--- src/rtl/nse_pkg.sv ---
// Shared types and constants for the Nash-Sutcliffe efficiency block.
package nse_pkg;

	localparam int MAX_SAMPLES_DEF = 512;
	localparam int SAMPLE_BITS_DEF = 16;

	localparam int FIELD_W  = 16;
	localparam int IN_DATA_W = 32;
	localparam int EFF_W    = 24;
	localparam int STAT_W   = 2;
	localparam int QUOT_W   = 26;
	localparam int FRAC_W   = 16;

	localparam int SKIP_W = 9;
	localparam logic [SKIP_W-1:0] SKIP_RESET = 9'd50;

	localparam int APB_ADDR_W = 3;
	localparam int APB_DATA_W = 32;
	localparam int REG_IDX_W  = 1;
	localparam logic [REG_IDX_W-1:0] REG_SKIP_COUNT = 1'b0;

	localparam logic signed [QUOT_W+1:0] ONE_Q16 = (QUOT_W+2)'(65536);
	localparam logic signed [QUOT_W+1:0] EFF_MIN = -(QUOT_W+2)'(8388608);

	typedef enum logic [STAT_W-1:0] {
		STAT_OK   = 2'd0,
		STAT_FEW  = 2'd1,
		STAT_FLAT = 2'd2
	} status_t;

	typedef enum logic [2:0] {
		ST_IDLE,
		ST_ACC,
		ST_MUL,
		ST_PREP,
		ST_CHECK,
		ST_DIV,
		ST_WAIT
	} state_t;

	typedef struct packed {
		logic take;
		logic mul;
		logic prep;
		logic init;
		logic step;
		logic load;
	} cmd_t;

	typedef struct packed {
		logic early;
		logic div_last;
		logic out_busy;
	} sts_t;

endpackage

--- src/rtl/nse_regs.sv ---
// APB register file holding the skip count.
module nse_regs (
	input  logic                              clk,
	input  logic                              arst_n,
	input  logic                              psel,
	input  logic                              penable,
	input  logic                              pwrite,
	input  logic [nse_pkg::APB_ADDR_W-1:0]    paddr,
	input  logic [nse_pkg::APB_DATA_W-1:0]    pwdata,
	output logic [nse_pkg::APB_DATA_W-1:0]    prdata,
	output logic                              pready,
	output logic [nse_pkg::SKIP_W-1:0]        skip_count
);
	import nse_pkg::*;

	logic [SKIP_W-1:0]    skip_q;
	logic [REG_IDX_W-1:0] idx;

	assign idx    = paddr[APB_ADDR_W-1:2];
	assign pready = 1'b1;

	always_ff @(posedge clk or negedge arst_n) begin
		if (!arst_n) begin
			skip_q <= SKIP_RESET;
		end else if (psel && penable && pwrite && pready && idx == REG_SKIP_COUNT) begin
			skip_q <= pwdata[SKIP_W-1:0];
		end
	end

	always_comb begin
		prdata = '0;
		if (idx == REG_SKIP_COUNT) begin
			prdata = APB_DATA_W'(skip_q);
		end
	end

	assign skip_count = skip_q;

endmodule

--- config.mk ---
export PLATFORM = sky130hd
export DESIGN_NAME = nse_regs
export DESIGN_NICKNAME = d
export VERILOG_FILES = /design/src/rtl/nse_pkg.sv /design/src/rtl/nse_regs.sv
export SDC_FILE = /design/constraint.sdc
export NUM_CORES = 1
export LEC_CHECK = 0
export BUFFER_PORTS_ARGS = -buffer_cell sky130_fd_sc_hd__buf_2
export CAP_MARGIN = 40
export CELL_PAD_IN_SITES_DETAIL_PLACEMENT = 1
export CELL_PAD_IN_SITES_GLOBAL_PLACEMENT = 2
export CORE_ASPECT_RATIO = 1.1
export CORE_MARGIN = 2
export CORE_UTILIZATION = 13
export DETAILED_ROUTE_END_ITERATION = 16
export PLACE_DENSITY_LB_ADDON = 0.1
export SLEW_MARGIN = 25
export SYNTH_ARGS = -nofsm -noshare
export SYNTH_HDL_FRONTEND = slang
export SYNTH_SLANG_ARGS = --single-unit
--- constraint.sdc ---
create_clock -name clk -period 0.8 [get_ports clk]
set_input_delay 0.08 -clock clk [delete_from_list [all_inputs] [get_ports clk]]
set_output_delay 0.08 -clock clk [all_outputs]
set_load 0.01 [all_outputs]
==> run_results.csv, run 1 <==
group,metric,value,unit
routing,finalWirelength,1537,um
logic_synthesis,synth_async_sr_flop_share,1.000,
power_and_ir_drop,pwr-share-clk,0.255,
timing,finalCritPeriodShare,1.364,
power_and_ir_drop,cellPowerDensity,2073,nW/um^2
cts,cts_inserted_buffers,3,
cts,htree_levels,1,
routing,drcViolationCount,0,
worst_setup_path,crit_required,720,ps
final_layout,layout-drive-gt1-share,0.6632,
cts,tritoncts,"yes",
logic_synthesis,yosysTopAreaCell,"buf_4",
logic_synthesis,avgSynthCellArea,11.49,um^2
logic_synthesis,yosysMostFrequentCell,"buf_4",
routing,dr.first_iter.drc_count,4,
routing,dr.pass1.iters,2,
logic_synthesis,synth_common_cells,"buf_4, and2b_2, mux2_2, dfrtp_1, dfstp_2",
timing,setup_viol,22,
flow_run,maxCapViolCount,0,
logic_synthesis,yosysTopAreaCellShare,0.2903,
power_and_ir_drop,comb_power_share,0.421,
logic_synthesis,synthTopCellsByArea,"buf_4, dfrtp_1, mux2_2",
logic_synthesis,ys_seq_area_frac,0.3690,
timing,setup_tns,-3545,ps
power_and_ir_drop,vdd_drop_max,0.6181,mV
place,dp_hpwl,1192,um
cts,path_clk_slew,50,ps
timing,fin_worst_hold_slack,80.34,ps
final_layout,fin_util,0.2129,
worst_setup_path,critical_path_class,"register to output port",
final_layout,fin_area,983.4,um^2
floorplan,die-area,5343,um^2
logic_synthesis,synth_cells,54,
cts,insertion_delay,230,ps
logic_synthesis,synthFlopType,"dfrtp_1",
place,io_buffers,32,
global_routing,overflow,0,
run_status,status,"complete, but fails checks",
logic_synthesis,syn_area,620.6,um^2
global_routing,grt_pass1_vias,456,
floorplan,floorplan.initialDensity,0.1343,
place,place_area,768.2,um^2
global_routing,antenna_found_initial,0,
final_layout,fill_cells,561,
min_path,worst_hold_path_type,"primary input to register",
timing,period_minus_slack,1091,ps
floorplan,fp-row-count,26,
logic_synthesis,yosys_warnings,0,
power_and_ir_drop,power.total,2.038,mW
worst_setup_path,end_kind,"output port",
power_and_ir_drop,swShare,0.2806,
routing,via_per_inst,2.934,
routing,met3WireLength,128,um
worst_setup_path,critPathLaunchType,"register",
floorplan,die_w,69.88,um
final_layout,fin_nets,136,
floorplan,die_h,76.47,um
run_status,violations,"negative setup slack",
power_and_ir_drop,power_frac_seq,0.324,
floorplan,ios,82,
logic_synthesis,synth_edf_count,0,
power_and_ir_drop,p_leak,0.5249,nW
timing,setup_ws,-291.0,ps
logic_synthesis,synth-seq-cells,9,
power_and_ir_drop,switchingPower,0.5720,mW
timing,drv_slew,0,
timing,skew,0,ps
global_routing,grt_max_degree,10,
final_layout,seqCellArea,229.0,um^2
final_layout,multi_input_area,309.0,um^2
final_layout,largest_reg_flops,9,
worst_setup_path,cp.arrival,1010,ps
routing,wirelength_met1,543,um
timing,clock.fmax,916.6,MHz
place,routabilityCongestion,0.6465,
routing,wire_per_inst,10.18,um
logic_synthesis,ys_types,7,
routing,routed.top_layer,"met4",
worst_setup_path,path_max_fanout,3,
routing,dr_total_vias,443,
final_layout,area_delta_synth_final,58.47,%
cts,cts-root-buf,"clkbuf_8",
routing,detail-route-antenna-nets,0,
cts,cts_sinks,9,
timing,rsz0062_at_grt,"true",
cts,clock_path_buffers,2,
power_and_ir_drop,p_int,1.466,mW
floorplan,fp.coreArea,4619,um^2
global_routing,grt_first_pass_wirelength,2304,um
global_routing,grt_usage,0.05716,
final_layout,antennaDiodeCount,0,
routing,dr_wl_met2,835,um
timing,hold_viol_final,0,
## final timing paths
kind	start	end	slack, ps	cells past startpoint
worst max-delay path	skip_count[1]	prdata[1]	-290	2
worst min-delay path	pwdata[1]	skip_count[1]	80	2
worst max register to register	skip_count[6]	skip_count[6]	-80	2
worst min register to register	skip_count[8]	skip_count[8]	540	1
max in group asynchronous	arst_n	skip_count[5]	310	2
min in group asynchronous	arst_n	skip_count[7]	240	2
## cell families (layout without fill, tap and decap cells)
kind of cell	Yosys count	in the layout	share of synthesized area
buf+inv	24	43	0.2903
simple gates	10	10	0.1653
mux	9	9	0.1633
flops	9	9	0.3690
other cells	2	24	0.01210
## power by group through the flow
stage | logic [mW] | clock network [mW] | registers, mW
after detailed placement | 0.541 | 0 | 0.662
after global placement | 0.540 | 0 | 0.663
after CTS | 0.794 | 0.538 | 0.655
after floorplan | 0.328 | 0 | 0.697
final | 0.858 | 0.520 | 0.660
after global routing | 0.918 | 0.576 | 0.677
## cell usage in the layout (no fill, tap or decap)
cell type      Yosys  routed
buf_2              0      16
nand4b_4           1       1
mux2_4             0       4
dlygate4sd3_1      0       1
mux2_2             9       5
and2b_2            9       9
buf_6              0      20
clkbuf_1           0       1
conb_1             2      24
clkbuf_8           0       3
buf_4             24       2
dfrtp_1            6       6
dfstp_2            3       3
## through the flow
step / instances / setup WS (ps)
floorplan: 76 / 18.24
global placement: 142 / -109.2
detailed placement: 142 / -120.7
CTS: 150 / -291.7
global route: 151 / -330.4
finish: 151 / -291.0
## critical path, cell delays in order, from the launching register on
cell and delay (ps):
dfstp_2 540, and2b_2 150, buf_6 90
## what timing repair did
item	in CTS	in global routing
setup endpoints to repair	18	21
hold endpoints to repair	9	0
resized for setup	19	5
hold buffers	1	0
setup buffers	3	1
## routing by layer
| metal | global-route usage | vias to the layer above |
|---|---|---|
| met2 | 0.09905 | 29 |
| met3 | 0.02778 | 2 |
| met4 | 0.02885 | 0 |
| li1 | - | 204 |
| met5 | 0 | - |
| met1 | 0.05604 | 208 |
## area by class of cell
cell class                      count  share of cell area
Timing Repair Buffer               39              0.3359
Multi-Input combinational cell     43              0.3142
Sequential cell                     9              0.2328
Tap cell                           56             0.07125
Clock buffer                        4             0.04580
(Power assumes the default switching activity.)
==> run 2, diff against run 1 <==
--- a/config.mk
+++ b/config.mk
@@ -13,7 +13,7 @@
 export CORE_MARGIN = 2
 export CORE_UTILIZATION = 13
 export DETAILED_ROUTE_END_ITERATION = 16
-export PLACE_DENSITY_LB_ADDON = 0.1
+export PLACE_DENSITY_LB_ADDON = 0.12
 export SLEW_MARGIN = 25
 export SYNTH_ARGS = -nofsm -noshare
 export SYNTH_HDL_FRONTEND = slang
==> run_results.csv, run 2 (synthesis results as in run 1) <==
group,metric,value,unit
global_routing,overflow,0,
power_and_ir_drop,pwr-share-clk,0.244,
final_layout,fill_cells,537,
power_and_ir_drop,switchingPower,0.6023,mW
cts,cts-root-buf,"clkbuf_8",
worst_setup_path,critPathLaunch,"skip_count[5]",
power_and_ir_drop,vdd_drop_max,0.4521,mV
floorplan,floorplan.initialDensity,0.1343,
timing,rsz0062_at_grt,"true",
power_and_ir_drop,cellPowerDensity,2089,nW/um^2
power_and_ir_drop,p_int,1.546,mW
timing,finalCritPeriodShare,1.353,
cts,clock_path_buffers,2,
power_and_ir_drop,power_frac_seq,0.305,
worst_setup_path,crit_end,"prdata[5]",
routing,wire_per_inst,11.02,um
cts,tritoncts,"yes",
final_layout,fin_cells,154,
cts,insertion_delay,230,ps
global_routing,grt_pass1_vias,493,
worst_setup_path,r2r_slack,-90,ps
place,io_buffers,32,
final_layout,fin_util,0.2226,
timing,drv_slew,0,
floorplan,fp.coreArea,4619,um^2
floorplan,ios,82,
timing,period_minus_slack,1082,ps
global_routing,grt_max_degree,10,
final_layout,largest_reg_flops,9,
worst_setup_path,path_max_fanout,2,
global_routing,grt_first_pass_wirelength,2539,um
floorplan,die_w,69.88,um
worst_setup_path,critPathLaunchType,"register",
floorplan,die_h,76.47,um
floorplan,fp-row-count,26,
routing,detail-route-antenna-nets,0,
final_layout,final_cell_mix,"conb_1, buf_6, buf_2, and2b_2",
cts,cts_inserted_buffers,3,
routing,drcViolationCount,0,
final_layout,layout-drive-gt1-share,0.6735,
routing,finalWirelength,1697,um
worst_setup_path,crit_required,720,ps
run_status,status,"complete, but fails checks",
cts,cts_sinks,9,
power_and_ir_drop,p_leak,0.5542,nW
timing,skew,0,ps
final_layout,antennaDiodeCount,0,
routing,dr_total_vias,465,
cts,htree_levels,1,
cts,path_clk_slew,50,ps
worst_setup_path,worst_r2r_path_depth,3,
timing,hold_viol_final,0,
power_and_ir_drop,comb_power_share,0.450,
routing,via_per_inst,3.019,
worst_setup_path,rr_startpoint,"skip_count[4]",
worst_setup_path,cp.arrival,1000,ps
place,routabilityCongestion,0.6381,
global_routing,grt_usage,0.06298,
min_path,worst_hold_path_type,"primary input to register",
place,dp.cells,141,
run_status,violations,"negative setup slack",
routing,dr.first_iter.drc_count,4,
floorplan,die-area,5343,um^2
worst_setup_path,critical_path_class,"register to output port",
final_layout,fin_nets,139,
place,dp_hpwl,1226,um
timing,fin_worst_hold_slack,83.49,ps
timing,clock.fmax,924.0,MHz
routing,dr.pass1.iters,2,
global_routing,antenna_found_initial,0,
worst_setup_path,r2r_end,"skip_count[4]",
final_layout,area_delta_synth_final,65.73,%
timing,setup_ws,-282.2,ps
worst_setup_path,end_kind,"output port",
power_and_ir_drop,swShare,0.2804,
flow_run,maxCapViolCount,0,
timing,setup_viol,24,
==> run 2: cell count changes in the layout (fill, tap and decap cells not counted) <==
cell    before  now
buf_6       20   24
mux2_2       5    3
mux2_4       4    6
buf_4        2    1
==> run 2: stage by stage <==
stage	total power, mW	setup TNS [ps]	instance area [um^2]	setup slack (ps)
after floorplan	1.025	0	703.2	18.24
after global placement	1.180	-1006	760.7	-111.7
after detailed placement	1.188	-1071	760.7	-124.0
after CTS	2.102	-3796	992.2	-285.7
after global routing	2.265	-4521	1028	-319.6
final	2.148	-3846	1028	-282.2
==> run 2: how the worst min path moves through the flow <==
stage                   start            end  slack, ps  cells after the start
detailed placement     arst_n  skip_count[3]        -50                      1
finish              pwdata[0]  skip_count[0]         80                      2
global route        pwdata[0]  skip_count[0]         80                      2
CTS                 pwdata[0]  skip_count[0]         80                      2
floorplan              arst_n  skip_count[0]       -220                      0
global placement       arst_n  skip_count[3]        -50                      1
==> run 2: metal layers <==
metal | share of wire | global-route usage
met5 | 0 | 0
met4 | 0.017 | 0.02885
met2 | 0.55 | 0.1105
met1 | 0.34 | 0.06436
met3 | 0.095 | 0.02646
==> run 2: layout make-up <==
cell class                      instances  area (um^2)  share of cell area
Multi-Input combinational cell         43        316.6              0.3078
Clock buffer                            4        45.04             0.04380
Timing Repair Buffer                   42        367.9              0.3577
Sequential cell                         9        229.0              0.2226
Tap cell                               56        70.07             0.06813
==> run 2: power by group through the flow <==
| stage | Sequential, mW | Clock [mW] | Combinational, mW |
|---|---|---|---|
| after global placement | 0.657 | 0 | 0.523 |
| after detailed placement | 0.661 | 0 | 0.528 |
| after global routing | 0.672 | 0.565 | 1.03 |
| after CTS | 0.649 | 0.550 | 0.902 |
| after floorplan | 0.697 | 0 | 0.328 |
| final | 0.656 | 0.525 | 0.967 |
==> run 2: worst max-delay path, stage by stage (launching register included) <==
cell     delay [ps]
dfstp_2         530
and2b_2         150
buf_6            90
==> run 2: repair_timing <==
action / 4_1_cts / 5_1_grt
hold endpoints to repair: 9 / 0
hold buffers: 1 / 0
resized for setup: 25 / 5
setup endpoints to repair: 18 / 24
buffers inserted: 6 / 2
