### src/rtl/nse_pkg.sv
// Shared types and constants for the Nash-Sutcliffe efficiency block.
package nse_pkg;

	localparam int MAX_SAMPLES_DEF = 512;
	localparam int SAMPLE_BITS_DEF = 16;

	localparam int FIELD_W  = 16;
	localparam int IN_DATA_W = 32;
	localparam int EFF_W    = 24;
	localparam int STAT_W   = 2;
	localparam int QUOT_W   = 26;
	localparam int FRAC_W   = 16;

	localparam int SKIP_W = 9;
	localparam logic [SKIP_W-1:0] SKIP_RESET = 9'd50;

	localparam int APB_ADDR_W = 3;
	localparam int APB_DATA_W = 32;
	localparam int REG_IDX_W  = 1;
	localparam logic [REG_IDX_W-1:0] REG_SKIP_COUNT = 1'b0;

	localparam logic signed [QUOT_W+1:0] ONE_Q16 = (QUOT_W+2)'(65536);
	localparam logic signed [QUOT_W+1:0] EFF_MIN = -(QUOT_W+2)'(8388608);

	typedef enum logic [STAT_W-1:0] {
		STAT_OK   = 2'd0,
		STAT_FEW  = 2'd1,
		STAT_FLAT = 2'd2
	} status_t;

	typedef enum logic [2:0] {
		ST_IDLE,
		ST_ACC,
		ST_MUL,
		ST_PREP,
		ST_CHECK,
		ST_DIV,
		ST_WAIT
	} state_t;

	typedef struct packed {
		logic take;
		logic mul;
		logic prep;
		logic init;
		logic step;
		logic load;
	} cmd_t;

	typedef struct packed {
		logic early;
		logic div_last;
		logic out_busy;
	} sts_t;

endpackage

### src/rtl/nse_ctrl.sv
// Sequencer: accumulate phase, final products, long division, result handoff.
module nse_ctrl (
	input  logic          clk,
	input  logic          arst_n,
	input  logic          s_tvalid,
	input  logic          s_tlast,
	output logic          s_tready,
	input  nse_pkg::sts_t sts,
	output nse_pkg::cmd_t cmd
);
	import nse_pkg::*;

	state_t state_q, state_nxt;

	always_ff @(posedge clk or negedge arst_n) begin
		if (!arst_n) begin
			state_q <= ST_IDLE;
		end else begin
			state_q <= state_nxt;
		end
	end

	always_comb begin
		state_nxt = state_q;
		cmd       = '0;
		s_tready  = 1'b0;
		case (state_q)
			ST_IDLE: begin
				s_tready = 1'b1;
				cmd.take = s_tvalid;
				if (s_tvalid && s_tlast) begin
					state_nxt = ST_ACC;
				end
			end
			// last pair is still in the accumulate stage
			ST_ACC: begin
				state_nxt = ST_MUL;
			end
			ST_MUL: begin
				cmd.mul   = 1'b1;
				state_nxt = ST_PREP;
			end
			ST_PREP: begin
				cmd.prep  = 1'b1;
				state_nxt = ST_CHECK;
			end
			ST_CHECK: begin
				cmd.init  = 1'b1;
				state_nxt = sts.early ? ST_WAIT : ST_DIV;
			end
			ST_DIV: begin
				cmd.step = 1'b1;
				if (sts.div_last) begin
					state_nxt = ST_WAIT;
				end
			end
			ST_WAIT: begin
				if (!sts.out_busy) begin
					cmd.load  = 1'b1;
					state_nxt = ST_IDLE;
				end
			end
			default: begin
				state_nxt = ST_IDLE;
			end
		endcase
	end

endmodule

### config.mk
export PLATFORM = sky130hd
export DESIGN_NAME = nse_ctrl
export DESIGN_NICKNAME = d
export VERILOG_FILES = /design/src/rtl/nse_pkg.sv /design/src/rtl/nse_ctrl.sv
export SDC_FILE = /design/constraint.sdc
export NUM_CORES = 1
export LEC_CHECK = 0
export BUFFER_PORTS_ARGS = -buffer_cell sky130_fd_sc_hd__buf_2
export CAP_MARGIN = 0
export CORE_AREA = 2 2 39 41
export CTS_BUF_LIST = sky130_fd_sc_hd__clkbuf_8
export CTS_CLUSTER_SIZE = 25
export DETAILED_ROUTE_END_ITERATION = 10
export DIE_AREA = 0 0 41 43
export SKIP_CTS_REPAIR_TIMING = 1
export SLEW_MARGIN = 0
export SYNTH_ARGS = -nofsm -noshare
export SYNTH_HDL_FRONTEND = slang
export SYNTH_SLANG_ARGS = --single-unit
### constraint.sdc
create_clock -name clk -period 1.31 [get_ports clk]
set_input_delay 0.0655 -clock clk [delete_from_list [all_inputs] [get_ports clk]]
set_output_delay 0.0655 -clock clk [all_outputs]
set_load 0.01 [all_outputs]
==> impl_metrics.csv, run 1 <==
group,metric,value,unit
outcome,status,"completed",
routing,wire_per_inst,8.78,um
finish,area_growth,50.3,%
finish,num-nets-final,51,
finish,multiInputGateArea,135,um2
logic_synthesis,synth_cells,28,
logic_synthesis,yosysTopAreaCell,"dfrtp_1",
global_route,grt_antenna_before_repair,0,
cts,ctsRootBufferMaster,"clkbuf_8",
critical_path,start_kind,"flop",
timing,clock.fmax,823,MHz
hold_path,hold_class,"in -> reg",
routing,via_count,233,
floorplan,row_count,14,
routing,drtAntennaViolNets,0,
cts,cts_buffer_depth,2,
timing,tns,0,ps
finish,final_area,359,um2
floorplan,dieArea,1760,um2
routing,drt-pass1-iter-count,1,
flow_run,drv_cap,0,
cts,cts_buffers,3,
global_route,first_global_vias,223,
timing,period_minus_slack,1210,ps
finish,seq_area,76.3,um2
timing,rsz0062_at_grt,"no",
power_and_ir_drop,vdd_drop_max,490,uV
logic_synthesis,synth_top_area_share,31.4,%
placed_design,gp_congestion,0.728,
logic_synthesis,syn_area,239,um2
critical_path,worstPathMaxFanout,11,
cts,clk_latency,220,ps
finish,final_cell_mix,"13 x buf_2, 4 x nor2_1, 3 x inv_1, 3 x clkbuf_8",
finish,num-fill-cells,158,
placed_design,portBuffers,13,
finish,final_common_cell,"buf_2",
timing,tightest_slew,331,ps
critical_path,worstSetupPathType,"reg -> out",
critical_path,cp-end-kind,"output pin",
logic_synthesis,yosys_warnings,0,
timing,min_period_over_period,92.7,%
logic_synthesis,synth_area_leaders,"dfrtp_1 31%, nor3_2 8.4%, nor2_1 6.3%",
finish,diodes,0,
placed_design,place_area,303,um2
floorplan,io-pin-count,14,
critical_path,required,1240,ps
timing,clock_skew,1.35,ps
timing,hold_violations,0,
cts,cts-htree-levels,1,
timing,finalSetupViolCount,0,
global_route,grt_max_degree,12,
logic_synthesis,synth.avg_cell_area,8.53,um2
finish,layout-drive-gt1-share,48.8,%
finish,largest-register,"state_q",
cts,cts.sinks,3,
global_route,overflow,0,
power_and_ir_drop,power.leakage,0.189,nW
critical_path,cp.arrival,1150,ps
cts,clkTransAtPathRegs,30,ps
logic_synthesis,ys_seq_elements,3,
logic_synthesis,synth.distinct_cells,19,
logic_synthesis,syn-num-nets,35,
floorplan,core_area,1380,um2
power_and_ir_drop,powerDensity,2370,nW/um2
global_route,grt_pass1_wl,814,um
floorplan,die_width,41,um
floorplan,die-height,43,um
routing,drc,0,
finish,largest_reg_flops,3,
routing,drt_iter0_drc,0,
floorplan,start_util,17.3,%
cts,cts_tree,"built",
timing,drv_slew,0,
logic_synthesis,synth_seq_area_share,31.4,%
finish,reg_top3,"state_q (3)",
routing,wirelength,518,um
routing,avgViaCountPerCell,3.95,
global_route,grt_usage,7.95,%
timing,slew_headroom,77.9,%
placed_design,dp_hpwl,378,um
## metal layers
metal	global-route usage (%)	wire [um]	part of all wire [%]	vias to the layer above
li1	-	-	-	122
met1	7.77	234	45	101
met2	8.75	235	45	8
met3	4.71	29	5.6	2
met4	12.0	18	3.5	0
met5	0	0	0	-
## path summary, 6_finish.rpt
path	end	from	cells after the start	slack, ps
setup / recovery	cmd[5]	state_q[0]$_DFFE_PN0P_	3	100
hold / removal	state_q[1]$_DFFE_PN0P_	sts[1]	3	150
setup reg to reg	state_q[0]$_DFFE_PN0P_	state_q[0]$_DFFE_PN0P_	2	190
hold reg to reg	state_q[0]$_DFFE_PN0P_	state_q[2]$_DFFE_PN0P_	1	600
max in group asynchronous	state_q[2]$_DFFE_PN0P_	arst_n	2	1020
min in group asynchronous	state_q[0]$_DFFE_PN0P_	arst_n	2	180
## per-stage QoR
stage | worst slack (ps) | total power, mW | hold WS (ps) | util, % | instances
CTS | 35.8 | 0.860 | -366 | 25.1 | 58
detailed placement | 195 | 0.589 | -137 | 21.9 | 54
global route | 16.7 | 0.923 | 182 | 25.9 | 59
global placement | 229 | 0.587 | -136 | 21.9 | 54
finish | 95.1 | 0.853 | 154 | 25.9 | 59
floorplan | 275 | 0.522 | -230 | - | 28
## cell usage after synthesis
library cell and count:
nor2_1 4, dfrtp_1 3, buf_2 2, inv_1 2, nand2_1 2, nor3_2 2
a211oi_1 1, a21o_1 1, a21oi_1 1, and2_1 1, and3_1 1, buf_6 1
mux2_2 1, nand2b_1 1, nor2b_4 1, nor3b_1 1, o21a_1 1, o21ai_0 1
o32ai_1 1
## layout make-up
type,instances,area share (%)
multi-input cells,20,37.6
flip-flops and latches,3,21.3
repair buffers,14,20.9
clock buffers,3,11.5
well taps,16,5.57
inverters,2,2.09
clock inverters,1,1.05
## kinds of logic (layout without fill, tap and decap cells)
| group | count (synthesis) | in the layout | synth area share, % |
|---|---|---|---|
| multiplexers | 1 | 1 | 4.71 |
| buffers and inverters | 5 | 20 | 12.0 |
| flip-flops | 3 | 3 | 31.4 |
| AO/OA/AOI/OAI | 6 | 6 | 17.3 |
| AND/OR/NAND/NOR | 13 | 13 | 34.6 |
## worst max-delay path: stages, from the launching register on
cell and delay (ps):
dfrtp_1 480, nor3_2 200, and2_1 130, buf_2 120
## report_power, final
| group | switching (mW) | internal, mW |
|---|---|---|
| clock | 0.0623 | 0.200 |
| combinational | 0.149 | 0.188 |
| sequential | 0.112 | 0.142 |
(Power assumes the default switching activity.)
==> run 2: changes to the inputs <==
--- a/config.mk
+++ b/config.mk
@@ -7,11 +7,14 @@
 export LEC_CHECK = 0
 export BUFFER_PORTS_ARGS = -buffer_cell sky130_fd_sc_hd__buf_2
 export CAP_MARGIN = 0
+export CELL_PAD_IN_SITES_DETAIL_PLACEMENT = 0
+export CELL_PAD_IN_SITES_GLOBAL_PLACEMENT = 1
 export CORE_AREA = 2 2 39 41
 export CTS_BUF_LIST = sky130_fd_sc_hd__clkbuf_8
 export CTS_CLUSTER_SIZE = 25
 export DETAILED_ROUTE_END_ITERATION = 10
 export DIE_AREA = 0 0 41 43
+export PLACE_DENSITY_LB_ADDON = 0.1
 export SKIP_CTS_REPAIR_TIMING = 1
 export SLEW_MARGIN = 0
 export SYNTH_ARGS = -nofsm -noshare
==> run 2 against run 1 <==
- critical path depth did not move
- largest power group unchanged
- flip-flop and latch count unchanged
- non-clock buffer count stayed put
- largest cell class unchanged
- via count stayed put
- final cell count unchanged
- clock-buffer cell count did not move
- cell area increased by 0.35%
- sequential share of layout area rose by 0.27 points
- hold slack improved by 17 ps
==> impl_metrics.csv, run 2 (synthesized netlist as in run 1, its figures left out) <==
group,metric,value,unit
placed_design,portBuffers,13,
critical_path,r2r-end,"state_q[0]$_DFFE_PN0P_",
global_route,grt_pass1_wl,931,um
power_and_ir_drop,power.leakage,0.188,nW
critical_path,cp-end-kind,"output pin",
outcome,status,"completed",
global_route,overflow,0,
cts,clkTransAtPathRegs,30,ps
routing,avgViaCountPerCell,3.95,
global_route,grt_antenna_before_repair,0,
critical_path,cp.arrival,1150,ps
flow_run,drv_cap,0,
cts,clk_latency,210,ps
power_and_ir_drop,seqPwrFrac,30.2,%
routing,drt-pass1-iter-count,2,
timing,min_period_over_period,92.5,%
cts,cts-htree-levels,1,
timing,period_minus_slack,1210,ps
timing,finalSetupViolCount,0,
critical_path,crit_end,"cmd[5]",
timing,slew_headroom,81.7,%
placed_design,dp_slack,186,ps
power_and_ir_drop,vdd_drop_max,574,uV
floorplan,die_width,41,um
finish,largest-register,"state_q",
floorplan,row_count,14,
critical_path,start_kind,"flop",
finish,reg_top3,"state_q (3)",
routing,wire_per_inst,9.76,um
routing,drc,0,
finish,diodes,0,
placed_design,gp_congestion,0.639,
timing,clock_skew,0.945,ps
finish,num-fill-cells,170,
timing,hold_violations,0,
critical_path,r2r_setup_slack,280,ps
finish,largest_reg_flops,3,
cts,cts_buffer_depth,2,
floorplan,start_util,17.3,%
critical_path,required,1240,ps
timing,clock.fmax,826,MHz
power_and_ir_drop,powerDensity,2400,nW/um2
critical_path,critical_path.startpoint,"state_q[1]$_DFFE_PN0P_",
hold_path,hold_class,"in -> async",
routing,wirelength,576,um
timing,tightest_slew,275,ps
timing,drv_slew,0,
timing,worst_slack,98.9,ps
global_route,grt_max_degree,12,
finish,final_cell_mix,"13 x buf_2, 4 x nor2_1, 3 x inv_1, 3 x clkbuf_8",
finish,area_growth,50.8,%
routing,via_count,233,
timing,tns,0,ps
floorplan,io-pin-count,14,
global_route,first_global_vias,230,
routing,drt_iter0_drc,2,
power_and_ir_drop,p_switching,0.333,mW
finish,num-nets-final,51,
power_and_ir_drop,pwr-share-comb,39.8,%
placed_design,dp_hpwl,419,um
power_and_ir_drop,intPower,0.532,mW
finish,layout-drive-gt1-share,51.2,%
floorplan,die-height,43,um
power_and_ir_drop,clockPowerShare,30.0,%
critical_path,r2r_start,"state_q[0]$_DFFE_PN0P_",
floorplan,dieArea,1760,um2
cts,cts.sinks,3,
floorplan,core_area,1380,um2
cts,ctsRootBufferMaster,"clkbuf_8",
cts,cts_buffers,3,
finish,final_common_cell,"buf_2",
routing,drtAntennaViolNets,0,
cts,cts_tree,"built",
power_and_ir_drop,power_switching_share,38.4,%
critical_path,reg2reg_depth,2,
global_route,grt_usage,8.76,%
timing,rsz0062_at_grt,"no",
critical_path,worstSetupPathType,"reg -> out",
critical_path,worstPathMaxFanout,9,
[run 2: worst min path at each step]
stage / start / to / slack, ps / depth (start not counted)
2_1_floorplan: arst_n / state_q[0]$_DFFE_PN0P_ / -230 / 0
3_3_place_gp: arst_n / state_q[2]$_DFFE_PN0P_ / -140 / 1
3_5_place_dp: arst_n / state_q[2]$_DFFE_PN0P_ / -140 / 1
4_1_cts: arst_n / state_q[1]$_DFFE_PN0P_ / -370 / 1
5_1_grt: arst_n / state_q[1]$_DFFE_PN0P_ / 200 / 2
6_report: arst_n / state_q[1]$_DFFE_PN0P_ / 170 / 2
[run 2: cell type report]
class	count	area [um2]	share of cell area (%)
Sequential cell	3	77.6	21.5
Timing Repair Buffer	14	75.1	20.8
Clock inverter	1	3.75	1.04
Clock buffer	3	41.3	11.5
Tap cell	16	20.0	5.56
Inverter	2	7.51	2.08
Multi-Input combinational cell	20	135	37.5
[run 2: through the flow]
stage	power (mW)	hold slack, ps	area, um2	util [%]	cells
final	0.865	172	360	26.0	59
after global routing	0.952	198	360	26.0	59
after CTS	0.875	-366	348	25.1	58
after detailed placement	0.606	-138	303	21.9	54
after global placement	0.605	-136	303	21.9	54
after floorplan	0.522	-230	239	-	28
[run 2: power groups by stage]
stage / registers [mW] / logic, mW / clock network (mW)
4_1_cts: 0.257 / 0.351 / 0.268
2_1_floorplan: 0.153 / 0.369 / 0
3_3_place_gp: 0.254 / 0.351 / 0
6_report: 0.262 / 0.344 / 0.259
5_1_grt: 0.286 / 0.388 / 0.278
3_5_place_dp: 0.259 / 0.348 / 0
[run 2: critical path, cell delays in order, from the launching register on]
cell	delay (ps)
dfrtp_1	460
nor3_2	220
and2_1	130
buf_2	120
[run 2: routing by layer]
| metal | routed length (um) | global-route usage (%) |
|---|---|---|
| met1 | 249 | 11.0 |
| met2 | 277 | 10.0 |
| met3 | 49 | 3.14 |
| met4 | 0 | 10.0 |
| met5 | 0 | 0 |
==> run 3: changes to the inputs <==
--- a/config.mk
+++ b/config.mk
@@ -5,7 +5,6 @@
 export SDC_FILE = /design/constraint.sdc
 export NUM_CORES = 1
 export LEC_CHECK = 0
-export BUFFER_PORTS_ARGS = -buffer_cell sky130_fd_sc_hd__buf_2
 export CAP_MARGIN = 0
 export CELL_PAD_IN_SITES_DETAIL_PLACEMENT = 0
 export CELL_PAD_IN_SITES_GLOBAL_PLACEMENT = 1
@@ -14,6 +13,7 @@
 export CTS_CLUSTER_SIZE = 25
 export DETAILED_ROUTE_END_ITERATION = 10
 export DIE_AREA = 0 0 41 43
+export DONT_BUFFER_PORTS = 1
 export PLACE_DENSITY_LB_ADDON = 0.1
 export SKIP_CTS_REPAIR_TIMING = 1
 export SLEW_MARGIN = 0
==> run 3 against run 2 <==
- first-iteration DRC count down 50%
- maximum frequency is 2.1% higher
- final cell count decreased by 19%
- via count fell by 14%
- total power down 4.0%
- critical path type unchanged
==> impl_metrics.csv, run 3 (synthesized netlist as in run 1, its figures left out) <==
group,metric,value,unit
outcome,status,"completed",
cts,clkTransAtPathRegs,30,ps
power_and_ir_drop,power.leakage,0.140,nW
routing,drtAntennaViolNets,0,
critical_path,path_buf_inv,0,
timing,finalSetupViolCount,0,
finish,num-nets-final,40,
timing,rsz0062_at_grt,"no",
global_route,grt_antenna_before_repair,0,
critical_path,cp_slowest_cell,"dfrtp_1",
global_route,grt_pass1_wl,972,um
timing,min_period_over_period,90.6,%
critical_path,critPathTopFamily,"flip-flops",
power_and_ir_drop,vdd_drop_max,557,uV
timing,drv_slew,0,
timing,clock_skew,0.960,ps
cts,ctsRootBufferMaster,"clkbuf_8",
placed_design,gp_congestion,0.631,
finish,diodes,0,
cts,clk_latency,210,ps
routing,avgViaCountPerCell,4.17,
hold_path,hold_class,"in -> reg",
floorplan,io-pin-count,14,
power_and_ir_drop,power_switching_share,38.8,%
floorplan,dieArea,1760,um2
power_and_ir_drop,p_switching,0.322,mW
finish,multiInputGateArea,135,um2
floorplan,core_area,1380,um2
power_and_ir_drop,intPower,0.508,mW
finish,area_growth,29.3,%
floorplan,die_width,41,um
critical_path,cp.arrival,1120,ps
critical_path,r2r_start,"state_q[0]$_DFFE_PN0P_",
global_route,first_global_vias,235,
timing,holdWs,65.5,ps
routing,wirelength,558,um
critical_path,worstPathMaxFanout,11,
routing,via_count,200,
timing,period_minus_slack,1190,ps
critical_path,cp-end-kind,"output pin",
power_and_ir_drop,seqPwrFrac,30.9,%
finish,largest-register,"state_q",
finish,reg_top3,"state_q (3)",
critical_path,critical_path.startpoint,"state_q[0]$_DFFE_PN0P_",
routing,drt-pass1-iter-count,2,
placed_design,portBuffers,0,
critical_path,start_kind,"flop",
critical_path,path_cells,"nor3b_1",
timing,tns,0,ps
finish,largest_reg_flops,3,
cts,cts.sinks,3,
cts,cts_buffer_depth,2,
critical_path,cpPeakStageDelay,480,ps
flow_run,drv_cap,0,
global_route,grt_max_degree,12,
critical_path,required,1240,ps
timing,hold_violations,0,
global_route,overflow,0,
routing,drt_iter0_drc,1,
floorplan,start_util,17.3,%
power_and_ir_drop,clockPowerShare,31.3,%
finish,num-fill-cells,158,
cts,cts_tree,"built",
floorplan,die-height,43,um
global_route,grt_usage,9.05,%
finish,seq_area,76.3,um2
cts,cts_buffers,3,
timing,tightest_slew,401,ps
routing,drc,0,
timing,clock.fmax,843,MHz
cts,cts-htree-levels,1,
finish,layout-drive-gt1-share,31.3,%
timing,slew_headroom,73.2,%
placed_design,dp_hpwl,415,um
finish,final_cell_mix,"4 x nor2_1, 3 x inv_1, 3 x clkbuf_8",
critical_path,worstSetupPathType,"reg -> out",
hold_path,hp-start,"sts[1]",
finish,final_common_cell,"nor2_1",
power_and_ir_drop,pwr-share-comb,37.8,%
routing,wire_per_inst,11.6,um
floorplan,row_count,14,
power_and_ir_drop,powerDensity,2690,nW/um2
==> run 3: changes by cell type in the layout (fill, tap and decap cells not counted), sizes merged <==
cell	before	now
buf	13	2
==> run 3: worst paths after layout <==
path | endpoint | slack, ps | depth (start not counted)
max | cmd[4] | 120 | 1
min | state_q[1]$_DFFE_PN0P_ | 70 | 2
max reg2reg | state_q[0]$_DFFE_PN0P_ | 180 | 2
min reg2reg | state_q[0]$_DFFE_PN0P_ | 610 | 1
max in group asynchronous | state_q[2]$_DFFE_PN0P_ | 1050 | 1
min in group asynchronous | state_q[1]$_DFFE_PN0P_ | 100 | 1
==> run 3: metal layers <==
layer  part of all wire [%]  vias up  track usage [%]
met5                      0        -                0
met4                      0        0             10.0
met3                    8.8        0             3.66
met2                     49       10             10.9
met1                     42       88             10.7
li1                       -      102                -
==> run 3: layout make-up <==
| type | instances | area share (%) |
|---|---|---|
| Clock buffer | 3 | 13.4 |
| Clock inverter | 1 | 1.21 |
| Inverter | 2 | 2.43 |
| Multi-Input combinational cell | 20 | 43.7 |
| Sequential cell | 3 | 24.7 |
| Tap cell | 16 | 6.48 |
| Timing Repair Buffer | 3 | 8.10 |
==> run 3: per-stage QoR <==
step                utilization, %  instances  area [um2]  worst slack, ps  power [mW]
floorplan                        -         28         239              275       0.522
finish                        22.3         48         309              124       0.830
CTS                           21.5         47         298             70.6       0.842
global placement              18.3         43         253              218       0.573
global route                  22.3         48         309             25.5       0.905
detailed placement            18.3         43         253              176       0.572
==> run 3: power by group through the flow <==
stage                     Sequential, mW  Combinational [mW]  Clock (mW)
final                              0.257               0.314       0.260
after global routing               0.277               0.349       0.279
after CTS                          0.256               0.318       0.268
after detailed placement           0.257               0.315           0
after global placement             0.254               0.319           0
after floorplan                    0.153               0.369           0
